[src/design/ksl_pkg.sv]
// Shared types and constants for the key state latch.
// No dependencies; imported by every module of the block.
`timescale 1ns / 1ps

package ksl_pkg;

   localparam int KEY_W     = 8;
   localparam int KEY_CODES = 256;
   localparam int TURN_W    = 8;

   typedef logic [KEY_W-1:0]  key_code_type;
   typedef logic [TURN_W-1:0] turn_type;

   // request kinds carried on tuser
   typedef enum logic [1:0] {
      REQ_KEY   = 2'd0,
      REQ_TICK  = 2'd1,
      REQ_QUERY = 2'd2,
      REQ_NONE  = 2'd3
   } req_kind_type;

   // access to the key store; wr_full writes held and turn and marks the entry valid,
   // otherwise only the held bit of an already valid entry is written
   typedef struct packed {
      logic         rd_en;
      key_code_type rd_addr;
      logic         wr_en;
      logic         wr_full;
      key_code_type wr_addr;
      logic         wr_held;
      turn_type     wr_turn;
   } key_req_type;

   typedef struct packed {
      logic     held;
      turn_type turn;
   } key_rsp_type;

endpackage

[src/design/ksl_key_store.sv]
// Per-key store: held bit and press turn for every key code, registered read.
// Depends on ksl_pkg. Valid flops give all-zero contents right after reset.
`timescale 1ns / 1ps

module ksl_key_store
   import ksl_pkg::*;
(
   input  logic        clock,
   input  logic        reset,
   input  key_req_type key_req,
   output key_rsp_type key_rsp
);

   logic                 held_mem_ff [KEY_CODES];
   turn_type             turn_mem_ff [KEY_CODES];
   logic [KEY_CODES-1:0] valid_ff;
   logic                 held_q_ff;
   turn_type             turn_q_ff;
   logic                 valid_q_ff;

   always_ff @(posedge clock) begin
      if (reset) begin
         valid_ff   <= '0;
         valid_q_ff <= 1'b0;
      end else begin
         if (key_req.wr_en && key_req.wr_full) begin
            valid_ff[key_req.wr_addr] <= 1'b1;
         end
         if (key_req.rd_en) begin
            valid_q_ff <= valid_ff[key_req.rd_addr];
         end
      end
   end

   always_ff @(posedge clock) begin
      // held-only writes to a never-written entry are dropped: it already reads zero
      if (key_req.wr_en && (key_req.wr_full || valid_ff[key_req.wr_addr])) begin
         held_mem_ff[key_req.wr_addr] <= key_req.wr_held;
      end
      if (key_req.wr_en && key_req.wr_full) begin
         turn_mem_ff[key_req.wr_addr] <= key_req.wr_turn;
      end
      if (key_req.rd_en) begin
         held_q_ff <= held_mem_ff[key_req.rd_addr];
         turn_q_ff <= turn_mem_ff[key_req.rd_addr];
      end
   end

   assign key_rsp.held = held_q_ff & valid_q_ff;
   assign key_rsp.turn = valid_q_ff ? turn_q_ff : '0;

endmodule

[src/design/ksl_slot_store.sv]
// Deferred release slot list: one write and one registered read per cycle.
// Depends on ksl_pkg. Contents are undefined until written.
`timescale 1ns / 1ps

module ksl_slot_store
   import ksl_pkg::*;
#(
   parameter int SLOTS   = 10,
   parameter int SLOT_AW = 4
) (
   input  logic               clock,
   input  logic               wr_en,
   input  logic [SLOT_AW-1:0] wr_addr,
   input  key_code_type       wr_data,
   input  logic               rd_en,
   input  logic [SLOT_AW-1:0] rd_addr,
   output key_code_type       rd_data
);

   key_code_type slot_mem_ff [SLOTS];
   key_code_type rd_data_ff;

   always_ff @(posedge clock) begin
      if (wr_en) begin
         slot_mem_ff[wr_addr] <= wr_data;
      end
      if (rd_en) begin
         rd_data_ff <= slot_mem_ff[rd_addr];
      end
   end

   assign rd_data = rd_data_ff;

endmodule

[src/design/key_state_latch_with_turn_release_unit.sv]
// Key state latch: tracks held state of 256 key codes; a release of a key pressed
// in the current turn is deferred to the next turn tick while a deferred slot is
// free, else it is cleared with the release event. One request is worked at a time
// by a sequencer around the key store; the time a request takes is set by the
// one-port key store (five modifier reads and one read of the requested code per
// result) and, on a turn tick, the slot walk. No clearing pass is needed after reset.
// A new request is taken while the last beat still waits.
// Depends on ksl_pkg, ksl_key_store and ksl_slot_store.
`timescale 1ns / 1ps

module key_state_latch_with_turn_release_unit
   import ksl_pkg::*;
#(
   parameter int RELEASE_SLOTS = 10
) (
   input  logic        clock,
   input  logic        reset,
   // request beat
   input  logic        req_tvalid,
   output logic        req_tready,
   input  logic [15:0] req_tdata,   // scan_code[7:0], extended[8], key_up[9], zero pad
   input  logic [1:0]  req_tuser,   // req_type[1:0]
   // result beat
   output logic        rsp_tvalid,
   input  logic        rsp_tready,
   output logic [15:0] rsp_tdata,   // alt_flag[0], control_flag[1], shift_flag[2],
                                    // last_pressed[10:3], queried_down[11], zero pad
   // register writes
   input  logic        csr_we,
   input  logic [2:0]  csr_index,
   input  logic [7:0]  csr_wdata
);

   localparam int CNT_W   = $clog2(RELEASE_SLOTS + 1);
   localparam int SLOT_AW = (RELEASE_SLOTS > 1) ? $clog2(RELEASE_SLOTS) : 1;

   localparam logic [2:0] CSR_LEFT_ALT    = 3'd0;
   localparam logic [2:0] CSR_RIGHT_ALT   = 3'd1;
   localparam logic [2:0] CSR_LEFT_CTRL   = 3'd2;
   localparam logic [2:0] CSR_LEFT_SHIFT  = 3'd3;
   localparam logic [2:0] CSR_RIGHT_SHIFT = 3'd4;

   // modifier read sequence: five modifiers, then the queried code
   localparam logic [2:0] FL_QUERY = 3'd5;
   localparam logic [2:0] FL_LAST  = 3'd6;

   typedef enum logic [2:0] {
      ST_IDLE,
      ST_EV_RD,
      ST_EV_WR,
      ST_TICK,
      ST_FLAG,
      ST_DONE
   } state_type;

   state_type    state_ff, state_in;
   req_kind_type kind_ff, kind_in;
   key_code_type code_ff, code_in;
   logic         up_ff, up_in;
   turn_type     turn_ff, turn_in;
   key_code_type last_ff, last_in;
   logic [CNT_W-1:0] cnt_ff, cnt_in;
   logic [CNT_W-1:0] idx_ff, idx_in;
   logic         pend_ff, pend_in;
   logic [2:0]   fl_ff, fl_in;
   logic [5:0]   mods_ff, mods_in;
   logic         rsp_valid_ff, rsp_valid_in;
   logic [15:0]  rsp_data_ff, rsp_data_in;

   key_code_type left_alt_ff, right_alt_ff, left_ctrl_ff, left_shift_ff, right_shift_ff;

   key_req_type  key_req;
   key_rsp_type  key_rsp;
   logic               slot_wr_en;
   logic [SLOT_AW-1:0] slot_wr_addr;
   logic               slot_rd_en;
   logic [SLOT_AW-1:0] slot_rd_addr;
   key_code_type       slot_rd_data;

   key_code_type flag_addr;
   key_code_type req_scan;
   logic         req_ext;
   logic         req_up;

   assign req_scan = req_tdata[7:0];
   assign req_ext  = req_tdata[8];
   assign req_up   = req_tdata[9];

   ksl_key_store u_key_store (
      .clock   (clock),
      .reset   (reset),
      .key_req (key_req),
      .key_rsp (key_rsp)
   );

   ksl_slot_store #(
      .SLOTS   (RELEASE_SLOTS),
      .SLOT_AW (SLOT_AW)
   ) u_slot_store (
      .clock   (clock),
      .wr_en   (slot_wr_en),
      .wr_addr (slot_wr_addr),
      .wr_data (code_ff),
      .rd_en   (slot_rd_en),
      .rd_addr (slot_rd_addr),
      .rd_data (slot_rd_data)
   );

   always_comb begin
      case (fl_ff)
         3'd0:    flag_addr = left_alt_ff;
         3'd1:    flag_addr = right_alt_ff;
         3'd2:    flag_addr = left_ctrl_ff;
         3'd3:    flag_addr = left_shift_ff;
         3'd4:    flag_addr = right_shift_ff;
         default: flag_addr = code_ff;
      endcase
   end

   always_comb begin
      state_in     = state_ff;
      kind_in      = kind_ff;
      code_in      = code_ff;
      up_in        = up_ff;
      turn_in      = turn_ff;
      last_in      = last_ff;
      cnt_in       = cnt_ff;
      idx_in       = idx_ff;
      pend_in      = pend_ff;
      fl_in        = fl_ff;
      mods_in      = mods_ff;
      rsp_valid_in = rsp_valid_ff & ~rsp_tready;
      rsp_data_in  = rsp_data_ff;
      key_req      = '0;
      slot_wr_en   = 1'b0;
      slot_wr_addr = cnt_ff[SLOT_AW-1:0];
      slot_rd_en   = 1'b0;
      slot_rd_addr = idx_ff[SLOT_AW-1:0];

      case (state_ff)
         ST_IDLE: begin
            if (req_tvalid) begin
               kind_in = req_kind_type'(req_tuser);
               up_in   = req_up;
               fl_in   = 3'd0;
               case (req_kind_type'(req_tuser))
                  REQ_KEY: begin
                     code_in  = req_scan + {req_ext, 7'd0};
                     state_in = ST_EV_RD;
                  end
                  REQ_TICK: begin
                     code_in  = req_scan;
                     turn_in  = turn_ff + 1'b1;
                     idx_in   = '0;
                     pend_in  = 1'b0;
                     state_in = ST_TICK;
                  end
                  default: begin
                     code_in  = req_scan;
                     state_in = ST_FLAG;
                  end
               endcase
            end
         end

         ST_EV_RD: begin
            key_req.rd_en   = 1'b1;
            key_req.rd_addr = code_ff;
            state_in        = ST_EV_WR;
         end

         ST_EV_WR: begin
            key_req.wr_addr = code_ff;
            key_req.wr_full = 1'b1;
            if (up_ff) begin
               if (key_rsp.turn == turn_ff && cnt_ff < CNT_W'(RELEASE_SLOTS)) begin
                  slot_wr_en = 1'b1;
                  cnt_in     = cnt_ff + 1'b1;
               end else begin
                  key_req.wr_en   = 1'b1;
                  key_req.wr_held = 1'b0;
                  key_req.wr_turn = key_rsp.turn;
               end
            end else begin
               key_req.wr_en   = 1'b1;
               key_req.wr_held = 1'b1;
               key_req.wr_turn = turn_ff;
               last_in         = code_ff;
            end
            state_in = ST_FLAG;
         end

         ST_TICK: begin
            // slot read registered, held clear in the next cycle; overlapped across slots
            if (idx_ff < cnt_ff) begin
               slot_rd_en = 1'b1;
               idx_in     = idx_ff + 1'b1;
               pend_in    = 1'b1;
            end else begin
               pend_in = 1'b0;
            end
            if (pend_ff) begin
               key_req.wr_en   = 1'b1;
               key_req.wr_addr = slot_rd_data;
               key_req.wr_held = 1'b0;
            end
            if (idx_ff == cnt_ff && !pend_ff) begin
               cnt_in   = '0;
               state_in = ST_FLAG;
            end
         end

         ST_FLAG: begin
            if (fl_ff != FL_LAST) begin
               key_req.rd_en   = 1'b1;
               key_req.rd_addr = flag_addr;
            end
            if (fl_ff != 3'd0) begin
               mods_in[fl_ff - 3'd1] = key_rsp.held;
            end
            fl_in = fl_ff + 1'b1;
            if (fl_ff == FL_LAST) begin
               state_in = ST_DONE;
            end
         end

         ST_DONE: begin
            if (!rsp_valid_ff || rsp_tready) begin
               rsp_valid_in = 1'b1;
               rsp_data_in  = {4'd0,
                               mods_ff[FL_QUERY] & (kind_ff == REQ_QUERY),
                               last_ff,
                               mods_ff[3] | mods_ff[4],
                               mods_ff[2],
                               mods_ff[0] | mods_ff[1]};
               state_in     = ST_IDLE;
            end
         end

         default: begin
            state_in = ST_IDLE;
         end
      endcase
   end

   always_ff @(posedge clock) begin
      if (reset) begin
         state_ff     <= ST_IDLE;
         turn_ff      <= '0;
         last_ff      <= '0;
         cnt_ff       <= '0;
         idx_ff       <= '0;
         pend_ff      <= 1'b0;
         fl_ff        <= '0;
         rsp_valid_ff <= 1'b0;
      end else begin
         state_ff     <= state_in;
         turn_ff      <= turn_in;
         last_ff      <= last_in;
         cnt_ff       <= cnt_in;
         idx_ff       <= idx_in;
         pend_ff      <= pend_in;
         fl_ff        <= fl_in;
         rsp_valid_ff <= rsp_valid_in;
      end
      kind_ff     <= kind_in;
      code_ff     <= code_in;
      up_ff       <= up_in;
      mods_ff     <= mods_in;
      rsp_data_ff <= rsp_data_in;
   end

   always_ff @(posedge clock) begin
      if (reset) begin
         left_alt_ff    <= 8'd56;
         right_alt_ff   <= 8'd184;
         left_ctrl_ff   <= 8'd29;
         left_shift_ff  <= 8'd42;
         right_shift_ff <= 8'd54;
      end else if (csr_we) begin
         case (csr_index)
            CSR_LEFT_ALT:    left_alt_ff    <= csr_wdata;
            CSR_RIGHT_ALT:   right_alt_ff   <= csr_wdata;
            CSR_LEFT_CTRL:   left_ctrl_ff   <= csr_wdata;
            CSR_LEFT_SHIFT:  left_shift_ff  <= csr_wdata;
            CSR_RIGHT_SHIFT: right_shift_ff <= csr_wdata;
            default: ;
         endcase
      end
   end

   assign req_tready = (state_ff == ST_IDLE);
   assign rsp_tvalid = rsp_valid_ff;
   assign rsp_tdata  = rsp_data_ff;

   a_cnt_bound: assert property (@(posedge clock) disable iff (reset)
      cnt_ff <= CNT_W'(RELEASE_SLOTS))
      else $error("deferred count beyond slot count");

   a_no_rw_overlap: assert property (@(posedge clock) disable iff (reset)
      !(key_req.rd_en && key_req.wr_en))
      else $error("key store read and write in one cycle");

   a_tick_empties: assert property (@(posedge clock) disable iff (reset)
      (state_ff == ST_TICK && state_in == ST_FLAG) |=> (cnt_ff == '0))
      else $error("turn tick left deferred slots");

   a_rsp_from_done: assert property (@(posedge clock) disable iff (reset)
      $rose(rsp_valid_ff) |-> $past(state_ff == ST_DONE))
      else $error("result beat raised outside completion");

endmodule

[config.mk]
export PLATFORM = sky130hd
export DESIGN_NAME = key_state_latch_with_turn_release_unit
export DESIGN_NICKNAME = d
export VERILOG_FILES = /design/src/design/ksl_pkg.sv /design/src/design/ksl_key_store.sv /design/src/design/ksl_slot_store.sv /design/src/design/key_state_latch_with_turn_release_unit.sv
export SDC_FILE = /design/constraint.sdc
export NUM_CORES = 2
export LEC_CHECK = 0
export BUFFER_PORTS_ARGS = -buffer_cell sky130_fd_sc_hd__clkbuf_2
export CAP_MARGIN = 25
export CORE_UTILIZATION = 35
export CTS_BUF_LIST = sky130_fd_sc_hd__clkbuf_8
export CTS_CLUSTER_DIAMETER = 40
export DETAILED_ROUTE_END_ITERATION = 10
export MAX_ROUTING_LAYER = met4
export PLACE_DENSITY = 0.46
export SLEW_MARGIN = 5
export SYNTH_ARGS = -nofsm -noshare
export SYNTH_HDL_FRONTEND = slang
export SYNTH_SLANG_ARGS = --single-unit
[constraint.sdc]
create_clock -name clock -period 29.3 [get_ports clock]
set_input_delay 4.395 -clock clock [delete_from_list [all_inputs] [get_ports clock]]
set_output_delay 4.395 -clock clock [all_outputs]
set_load 0.02 [all_outputs]
* Word-level counts from Yosys, hierarchy flattened *
Memory sizes are Yosys's and may differ from the RTL's. A register that Yosys moved wholly into a read port is not among the register bits.
Cells that the tools add are included.

word-level totals
  register bits = 358
  memory bits (writable) = 2384
  bits of input ports = 34
  logic and storage cells = 160
  memories kept = 3

memories
  name                      depth  width  rd ports  clocked after Yosys merged registers in  write ports  line                  text
  u_key_store.turn_mem_ff   256    8      1         1                                        1            ksl_key_store.sv:15   turn_type turn_mem_ff [KEY_CODES];
  u_key_store.held_mem_ff   256    1      1         1                                        1            ksl_key_store.sv:14   logic held_mem_ff [KEY_CODES];
  u_slot_store.slot_mem_ff  10     8      1         1                                        1            ksl_slot_store.sv:20  key_code_type slot_mem_ff [SLOTS];

operators by class
  $add $sub $neg = 6
  $lt $le $gt $ge = 7
  equality and inequality tests = 27
  mux-type cells = 56
  bitwise gates (word level) = 8
  reductions and logical operators = 33

operator list
  operator             count
  $or 256x256->256     1
  $pmux 8 s5           1
  $pmux 9 s2           2
  $mux 8               4
  $mux 9               3
  $mux 4               6
  $mux 1               23
  $reduce_and 2->1     10
  $eq 3x2->1 const B   6
  $lt 8x9->1 const B   2
  $pmux 3 s6           1
  $bmux 1 s8           2
  $pmux 4 s2           2
  $eq 3x3->1 const B   5
  $mux 3               5
  $ne 2x2->1 const B   7
  $pmux 3 s2           2
  $reduce_and 4->1     3
  $eq 3x1->1 const B   3
  $logic_not 3->1      3
  $add 4x1->4 const B  2
  $add 8x1->8 const B  1
  $add 8x8->8          1
  $demux 1 s8          1
  other kinds (26)     41

* Logic depth before layout (Yosys ltp) *
  depth in word-level cells = 12
  depth in mapped cells = 21

* Cells and area by module *
From an unflattened synthesis, not the netlist that was laid out.

unflattened totals
  cells, all modules = 6212
  area total of the unflattened synthesis = 109572.6 um2

modules (own cells, without submodules)
  module                                  instances  cells each  area an instance (um2)  sequential area each (um2)
  ksl_key_store                           1          5507        101304.7                74601.5
  key_state_latch_with_turn_release_unit  1          516         4785.8                  2312.2
  ksl_slot_store                          1          189         3482.1                  2642.5

* Worst setup path before layout *
No wires, ideal clock.

  path type = flip-flop to flip-flop
  start point = reg state_ff[0]
  end point = mem u_key_store.turn_mem_ff[0][1] in the netlist's numbering, data pin
  library setup time = 2189 ps
  arrival = 11301 ps
  data required time = 27111 ps
  setup slack = 15810 ps
  stages on the path, launching flop included = 7
  buffers on the path = 4
  period minus slack after synthesis = 13490 ps
  cell sequence = dfxtp_1 > buf_2 > clkbuf_1 > clkbuf_1 > or3_1 > clkbuf_1 > o21ai_0

RTL lines
  what                    line                                           text
  from (decl)             key_state_latch_with_turn_release_unit.sv:56   state_type state_ff, state_in;
  from (signal assigned)  key_state_latch_with_turn_release_unit.sv:257  state_ff <= state_in;
  to (decl)               ksl_key_store.sv:15

* Worst setup path in the final report *
  start point = reg fl_ff[0]
  end point = reg u_key_store.turn_q_ff[4] (read register of u_key_store.turn_mem_ff), data pin

between the ends
  cells in the longest elaborated chain, start to end = 4
  elaborated cells between the ends (all ways) = 9

RTL lines
  what                                      line                                           text
  from (decl)                               key_state_latch_with_turn_release_unit.sv:65   logic [2:0] fl_ff, fl_in;
  from (signal assigned)                    key_state_latch_with_turn_release_unit.sv:263  fl_ff <= fl_in;
  $eq 3x3->1, or another cell as far along  key_state_latch_with_turn_release_unit.sv:110  case (fl_ff)
  $pmux 8 s5                                key_state_latch_with_turn_release_unit.sv:110
  $mux 9 (*)                                key_state_latch_with_turn_release_unit.sv:214  if (fl_ff != FL_LAST) begin
  $pmux 9 s2 (*)                            key_state_latch_with_turn_release_unit.sv:140  case (state_ff)
  to (decl)                                 ksl_key_store.sv:18                            turn_type turn_q_ff;

Mark *: on every way between the ends. The rest lies on a longest branch, timed or not.
A chain may end at the register's enable or synchronous reset.

==> metrics <==
vias per cell 5.53; Cell variety after synth 73; Final Core Density 0.401; top post-synthesis cells by count edfxtp_1 (2430), nand2_1 (685), nor2_1 (622); Post CTS Setup Buffer Count 0; Mapped Area 111000 um^2; gr busiest metal met2; min Tclk post-route 8.15 ns; GR Layer Usage met1 0.297; CP startpoint fl_ff[0]; PD cells 74.9 nW/um^2; worst slew pin tran 1.33 ns; num ports 52; Setup crit end kind flip-flop; DRC 0; TritonCTS clock tree done; nets@finish 7331; CTS buffer count 522; Syn Area/Cell 15.8 um^2; Hold Vio Cnt, Final 0; H-tree depth 6; Tcrit/Tclk final 0.278; final wirelength 342 mm; Setup Skew 0.0534 ns; Max rail drop VDD 0.0000470 V; GR Overflow Total 0; Synth area leaders edfxtp_1 (66%), mux4_2 (12%), dfxtp_1 (5.9%), nand2_1 (2.3%), nor2_1 (2.1%); met2 Track Usage GR 0.340; Worst Min Path Start last_ff[5]; DR pass1 iterations 6; pre-CTS setup slack 20.87 ns; Port-buffer cells 41; Syn-to-layout area delta 13.7%; initial DRC count 6449; hold path depth 0; Root Buffer clkbuf_8; crit path DAT 8.92 ns; async set-or-reset flop fraction in the synthesized netlist 0; share of cells above drive strength 1 0.207; Synth Instances 7022; Leak 35.6 nW; Total Neg Setup Slack 0 ns; placed cell count 10900; fill count 29200; DP HPWL 194 mm; Setup-failing EPs final 0; vias in the first global route 65800; DIE HEIGHT 566 um; clk buf depth 4; max frequency 0.123 GHz; worst-skew pair later-pin latency 1.14 ns; gr usage total 0.218; reg2reg start fl_ff[0]; average wire per standard cell 28.9 um; worst setup margin 21.15 ns; clock slew at reported path FFs 0.05 ns; flops & latches, synth 2759; Die X-Extent 566 um; # rows 206; Worst Path Max Fanout 70; Top FF cell, synth edfxtp_1; status finished clean; Startpoint Class flip-flop; relative slew slack 0.112; Final Max Tran Viols 0; ANT nets after route 0; GRT met3 Usage 0.0339; post-synth top area share 0.656; fin cells 11800; count leader, synth edfxtp_1; Num Clock Sinks 2759; Max-Cap Viols 0; hold_ws 0.430 ns; worst hold path type flip-flop to flip-flop; pin count of the biggest net entering global routing 220; area of the core 315000 um^2; GP Congestion 0.816; Required @ worst endpoint 30.07 ns; register area share after synthesis 0.715; CP Class flip-flop to flip-flop; Die ar. 320000 um^2; Vias 65500; post-synth top area cell edfxtp_1; first-pass GRT wire length 486 mm; Post-CTS Hold Buffers 0; CTS resizes 0; starting density of the core 0.353; RSZ-0062 raised after global routing false; antenna violations before repair 11; EDFF count, synth 2430; total of warnings raised by yosys 0; Worst R2R Path Depth 14
==> through the flow <==
step / instance area [um^2] / total power [mW]
CTS: 126000 / 9.57
global route: 126000 / 9.80
global placement: 116000 / 5.97
floorplan: 111000 / 5.25
finish: 126000 / 9.47
detailed placement: 116000 / 5.98
==> final timing paths <==
path	endpoint	slack, ns
worst min register to register	rsp_tdata[8]	0.43
worst min-delay path	rsp_tdata[8]	0.43
worst max-delay path	u_key_store.turn_q_ff[4]	21.15
worst max register to register	u_key_store.turn_q_ff[4]	21.15
==> cells in the final DEF, fill, tap and decap left out, drive strengths merged, types with 77 or more instances in the layout <==
master and count:
mux2i 77, buf 220, nor3 284, dfxtp 329
clkinv 148, mux4 570, nor2 622, a21oi 439
a22oi 267, nand3 304, clkbuf 586, nand2 685
inv 216, edfxtp 2430
==> metal layers <==
| layer | vias to the layer above | part of all wire | routed length (um) |
|---|---|---|---|
| met5 | - | 0 | 0 |
| met4 | 0 | 0.023 | 7750 |
| met3 | 508 | 0.062 | 21200 |
| met2 | 2272 | 0.47 | 162000 |
| met1 | 34600 | 0.44 | 151000 |
| li1 | 28100 | - | - |
==> flip-flops by register name, summed over array words and instances (netlist names), 12 cells and up <==
| name | cells |
|---|---|
| rsp_tdata | 12 |
| u_key_store.held_mem_ff | 256 |
| u_key_store.turn_mem_ff | 2048 |
| u_key_store.valid_ff | 256 |
| u_slot_store.slot_mem_ff | 80 |
==> power by group <==
group	leakage (nW)	total, mW	switching, mW	internal (mW)
Clock	5.58	3.58	1.68	1.90
Combinational	9.55	1.61	1.16	0.445
Sequential	20.5	4.29	0.0204	4.26
==> kinds of logic (layout without fill, tap and decap cells) <==
| kind of cell | count (synthesis) | in the layout | synth area share |
|---|---|---|---|
| buffers and inverters | 561 | 1205 | 0.0236 |
| other | 1 | 7 | 0.0000337 |
| flip-flops | 2759 | 2759 | 0.715 |
| XOR/XNOR | 14 | 14 | 0.00110 |
| AO/OA/AOI/OAI | 993 | 993 | 0.0572 |
| AND/OR/NAND/NOR | 2031 | 2031 | 0.0787 |
| adder cells (fa/ha/maj) | 16 | 16 | 0.00180 |
| multiplexers | 647 | 647 | 0.122 |
==> cell type report <==
cell class	instances	area, um^2	share of cell area
Timing Repair Buffer	261	2230	0.0177
Inverter	32	125	0.000990
Multi-Input combinational cell	3705	29500	0.233
Clock buffer	545	7500	0.0593
Tap cell	4160	5200	0.0412
Sequential cell	2759	79600	0.629
Antenna cell	3	7.51	0.0000594
Clock inverter	367	2310	0.0183
==> worst max-delay path, stage by stage (launching register included) <==
cell       delay (ns)
dfxtp_1          0.37
inv_1            0.19
ha_1             0.72
nor2_1           0.27
a221o_1          0.43
o2bb2ai_4        0.65
buf_4            0.80
buf_12           0.46
buf_4            0.65
buf_4            0.75
mux4_2           0.44
a22oi_1          0.21
a21oi_1          0.23
o41ai_2          1.09
nand3_1          0.35
(Power assumes the default switching activity.)
